===== src/design/two_tap_delay_pitch_shifter_macros.svh =====
// Assertion macros for the two-tap delay pitch shifter.
// Uses clk and rst_n of the module that expands them.
`ifndef TWO_TAP_DELAY_PITCH_SHIFTER_MACROS_SVH
`define TWO_TAP_DELAY_PITCH_SHIFTER_MACROS_SVH

// same-cycle implication, checked out of reset
`define TPDS_ASSERT_IMP(lbl, ante, cons, msg) \
  lbl: assert property (@(posedge clk) disable iff (!rst_n) (ante) |-> (cons)) else $error(msg);

// next-cycle implication, checked out of reset
`define TPDS_ASSERT_NXT(lbl, ante, cons, msg) \
  lbl: assert property (@(posedge clk) disable iff (!rst_n) (ante) |=> (cons)) else $error(msg);

`endif


===== src/design/tpds_pkg.sv =====
// Shared constants and types for the two-tap delay pitch shifter.
// No dependencies.
`default_nettype none

package tpds_pkg;

  localparam int STORE_DEPTH = 16384;
  localparam int CHANNELS    = 2;

  localparam int FRAME_W  = $clog2(STORE_DEPTH);
  localparam int ADDR_W   = $clog2(STORE_DEPTH * CHANNELS);
  localparam int SAMPLE_W = 24;
  localparam int PHASE_W  = 32;
  localparam int GRAIN_W  = 13;
  localparam int FRAC_W   = 16;
  localparam int WGT_W    = 16;
  localparam int POS_W    = FRAME_W + FRAC_W;
  localparam int DIFF_W   = SAMPLE_W + 1;
  localparam int VAL_W    = SAMPLE_W + FRAC_W + 1;
  localparam int VHI_W    = VAL_W - FRAC_W;
  localparam int MA_W     = PHASE_W + 1;
  localparam int MB_W     = WGT_W + 2;
  localparam int MP_W     = MA_W + MB_W;
  localparam int ACC_W    = 58;
  localparam int TDATA_W  = 2 * SAMPLE_W;

  localparam int CFG_IDX_W  = 2;
  localparam int CFG_DATA_W = 32;
  localparam logic [CFG_IDX_W-1:0] CFG_PHASE_STEP   = CFG_IDX_W'(0);
  localparam logic [CFG_IDX_W-1:0] CFG_GRAIN_LENGTH = CFG_IDX_W'(1);
  localparam logic [GRAIN_W-1:0]   GRAIN_RESET      = GRAIN_W'(2400);

  localparam logic CH_LAST = 1'(CHANNELS - 1);

  typedef enum logic [1:0] {
    MUL_DELAY,
    MUL_INTERP,
    MUL_HIGH,
    MUL_LOW
  } mul_op_t;

  typedef struct packed {
    mul_op_t                   op;
    logic [PHASE_W-1:0]        phase;
    logic [GRAIN_W-1:0]        grain;
    logic signed [DIFF_W-1:0]  diff;
    logic [FRAC_W-1:0]         frac;
    logic signed [VHI_W-1:0]   vhi;
    logic [FRAC_W-1:0]         vlo;
    logic [WGT_W-1:0]          weight;
  } mul_req_t;

endpackage

`default_nettype wire


===== src/design/tpds_mul.sv =====
// Shared multiplier: operand select by op code, product registered.
// Depends on tpds_pkg.
`default_nettype none

module tpds_mul (
  input  wire logic                             clk,
  input  wire tpds_pkg::mul_req_t               req,
  output logic signed [tpds_pkg::MP_W-1:0]      prod
);
  import tpds_pkg::*;

  logic signed [MA_W-1:0] opa;
  logic signed [MB_W-1:0] opb;
  logic signed [MP_W-1:0] prod_r;

  always_comb begin
    unique case (req.op)
      MUL_DELAY: begin
        opa = $signed({1'b0, req.phase});
        opb = $signed({{(MB_W-GRAIN_W){1'b0}}, req.grain});
      end
      MUL_INTERP: begin
        opa = $signed({{(MA_W-DIFF_W){req.diff[DIFF_W-1]}}, req.diff});
        opb = $signed({{(MB_W-FRAC_W){1'b0}}, req.frac});
      end
      MUL_HIGH: begin
        opa = $signed({{(MA_W-VHI_W){req.vhi[VHI_W-1]}}, req.vhi});
        opb = $signed({{(MB_W-WGT_W){1'b0}}, req.weight});
      end
      MUL_LOW: begin
        opa = $signed({{(MA_W-FRAC_W){1'b0}}, req.vlo});
        opb = $signed({{(MB_W-WGT_W){1'b0}}, req.weight});
      end
      default: begin
        opa = '0;
        opb = '0;
      end
    endcase
  end

  always_ff @(posedge clk) begin
    prod_r <= opa * opb;
  end

  assign prod = prod_r;

endmodule

`default_nettype wire


===== config.mk =====
export PLATFORM = sky130hd
export DESIGN_NAME = tpds_mul
export DESIGN_NICKNAME = d
export VERILOG_FILES = /design/src/design/two_tap_delay_pitch_shifter_macros.svh /design/src/design/tpds_pkg.sv /design/src/design/tpds_mul.sv
export SDC_FILE = /design/constraint.sdc
export NUM_CORES = 1
export LEC_CHECK = 0
export CORE_MARGIN = 8
export CORE_UTILIZATION = 55
export CTS_CLUSTER_SIZE = 24
export DETAILED_ROUTE_END_ITERATION = 10
export DONT_BUFFER_PORTS = 1
export GPL_TIMING_DRIVEN = 0
export PLACE_DENSITY = 0.71
export SYNTH_ARGS = -nofsm -noshare
export SYNTH_HDL_FRONTEND = slang
export SYNTH_SLANG_ARGS = --single-unit

===== constraint.sdc =====
create_clock -name clk -period 15.3 [get_ports clk]
set_clock_uncertainty 0.1 [all_clocks]
set_input_delay 0.765 -clock clk [delete_from_list [all_inputs] [get_ports clk]]
set_output_delay 0.765 -clock clk [all_outputs]
set_load 0.01 [all_outputs]

==> out/qor.yml <==
worst_setup_path:
  cp_slowest_cell: "o21ai_1"
  crit_path_end_kind: "flip-flop"
  worstPathMaxFanout: 10
  crit_type: "in -> reg"
  cpMostUsedCell: "fa_1"
  cp_data_required_time_ns: 15.42
  cp-start-kind: "primary input"
  arrival_ns: 9.72
  slowest_delay_ns: 0.94
synthesis:
  synth_nets: 3130
  synthFlopType: "dfxtp_1"
  synth_area_leaders: "fa_1 (49%), inv_1 (11%), nand2_1 (7.2%), ha_1 (7.2%), dfxtp_1 (5.0%)"
  syn_inst: 2364
  ys_types: 59
  synth_top_area_cell: "fa_1"
  seq_area_frac_synth_pct: 4.98
  synth_seq_cells: 51
  synthArstFlopShare_pct: 0
  synth_commonest_cells: "inv_1 (613), fa_1 (502), nand2_1 (394)"
  syn_area_sq_mm: 0.0205
  yosysMostFrequentCell: "inv_1"
  yosysTopAreaCellShare_pct: 49.0
  syn_avg_cell_area_sq_um: 8.68
  ys_warn_count: 0
  synth-edff-count: 0
finish:
  largest_reg_flops: 51
  layout.nets: 3137
  drive_above_1_share_pct: 2.53
  fillCellCount: 3303
  area_delta_synth_final_pct: 3.85
  multi_input_area_sq_mm: 0.0167
  ff_latch_area_sq_mm: 0.00102
  fin_util_pct: 58.1
timing:
  fin_tns_setup_ns: 0
  timing.final.crit_share_pct: 62.7
  fin_crit_ns: 9.60
  rsz0062_at_grt: "false"
  tightest_slew_ns: 1.23
  setup_violations: 0
  relSlewSlack_pct: 17.6
  max_freq_mhz: 104
  finalHoldViolations: 0
  slew_violations: 0
die:
  fp.coreArea_sq_mm: 0.0367
  io_pins: 197
  die_w_microns: 209
  dieArea_sq_mm: 0.0437
  initial_core_util_pct: 55.9
  rows: 70
  fp.dieH_microns: 209
cts:
  clock_sinks: 51
  cts_setup_buffers: 0
  clockBufferDepth: 2
  cts-htree-levels: 2
  cts_tree: "yes"
  path_clk_slew_ns: 0.08
  cts-hold-fix-buffers: 0
  cts_root_buffer: "clkbuf_16"
  numCtsBuffers: 5
  ctsResizeCount: 0
routing:
  vias: 15982
  viasPerCell: 5.62
  dr.first_iter.drc_count: 1157
  wl_microns: 63900
  wl_per_cell_microns: 22.5
  drc: 0
  antenna_left: 0
  firstDrtPassIters: 6
placement:
  place_hpwl_microns: 55100
  finalWeightedCongestion: 0.999
  port_buffers: 0
outcome:
  status: "completed"
grt:
  grt_max_degree: 16
  grt.total_usage_pct: 30.4
  grt_pass1_wl_microns: 101000
  grt_antenna_before_repair: 4
  grt_overflow: 0
  grt_pass1_vias: 17576
flow_run:
  drv_cap: 0
worst_hold_path:
  hp-class: "in -> reg"
-- metal layers --
layer  vias up  track usage [%]  routed length, microns  share of wire, %
li1       6907                -                       -                 -
met1      8109             36.7                   24100                38
met2       736             50.9                   30600                48
met3       226             6.33                    5230               8.2
met4         4             15.7                    4010               6.3
met5         -                0                      23             0.036
-- final cells by class --
cell class / count / share of cell area (%)
Multi-Input combinational cell: 1585 / 78.5
Inverter: 613 / 10.8
Sequential cell: 51 / 4.79
Tap cell: 468 / 2.75
Buffer: 115 / 2.19
Clock buffer: 6 / 0.605
Clock inverter: 2 / 0.282
Antenna cell: 6 / 0.0705
-- worst max-delay path: cells and delay by family --
kind | cells | cell delay, ns
multiplexers | 1 | 0.11
adder cells (fa/ha/maj) | 7 | 3.33
AO/OA/AOI/OAI | 5 | 2.56
buffers and inverters | 8 | 1.89
XOR/XNOR | 1 | 0.17
AND/OR/NAND/NOR | 4 | 0.85
-- cell usage in the layout, fill, tap and decap left out, drive strengths merged, types with 12 or more instances in the layout --
| cell type | count |
|---|---|
| nand2 | 394 |
| mux2i | 28 |
| and2 | 61 |
| buf | 28 |
| nor2 | 133 |
| a21o | 25 |
| nor2b | 27 |
| o21ai | 49 |
| fa | 502 |
| nand3 | 12 |
| ha | 118 |
| a21oi | 61 |
| inv | 613 |
| xnor2 | 38 |
| o21a | 19 |
| dfxtp | 51 |
| clkbuf | 93 |
-- final timing paths --
check,end,from,cells after the start
max,prod[45]$_DFF_P_,req[143],26
min,prod[0]$_DFF_P_,req[0],3
-- metrics by stage --
stage / std cells / hold slack [ns] / setup WS [ns] / cell area, sq um
finish: 2846 / 0.700 / 5.70 / 21300
global route: 2842 / 0.731 / 5.20 / 21300
CTS: 2840 / 0.687 / 5.68 / 21300
detailed placement: 2832 / 0.974 / 5.36 / 21100
global placement: 2832 / 0.974 / 5.52 / 21100
floorplan: 2364 / 0.941 / 7.95 / 20500
-- cell families after synthesis --
family                   count (synthesis)  share of synthesized area, %
AO/OA/AOI/OAI                          206                          6.60
XOR/XNOR                                48                          2.05
adder cells (fa/ha/maj)                620                          56.2
buffers and inverters                  728                          13.5
flip-flops                              51                          4.98
multiplexers                            44                          2.74
AND/OR/NAND/NOR                        667                          14.0
Power is left out: the tool's default activity adds up to more than one toggle a clock period on the data nets, which glitch-free logic cannot reach.
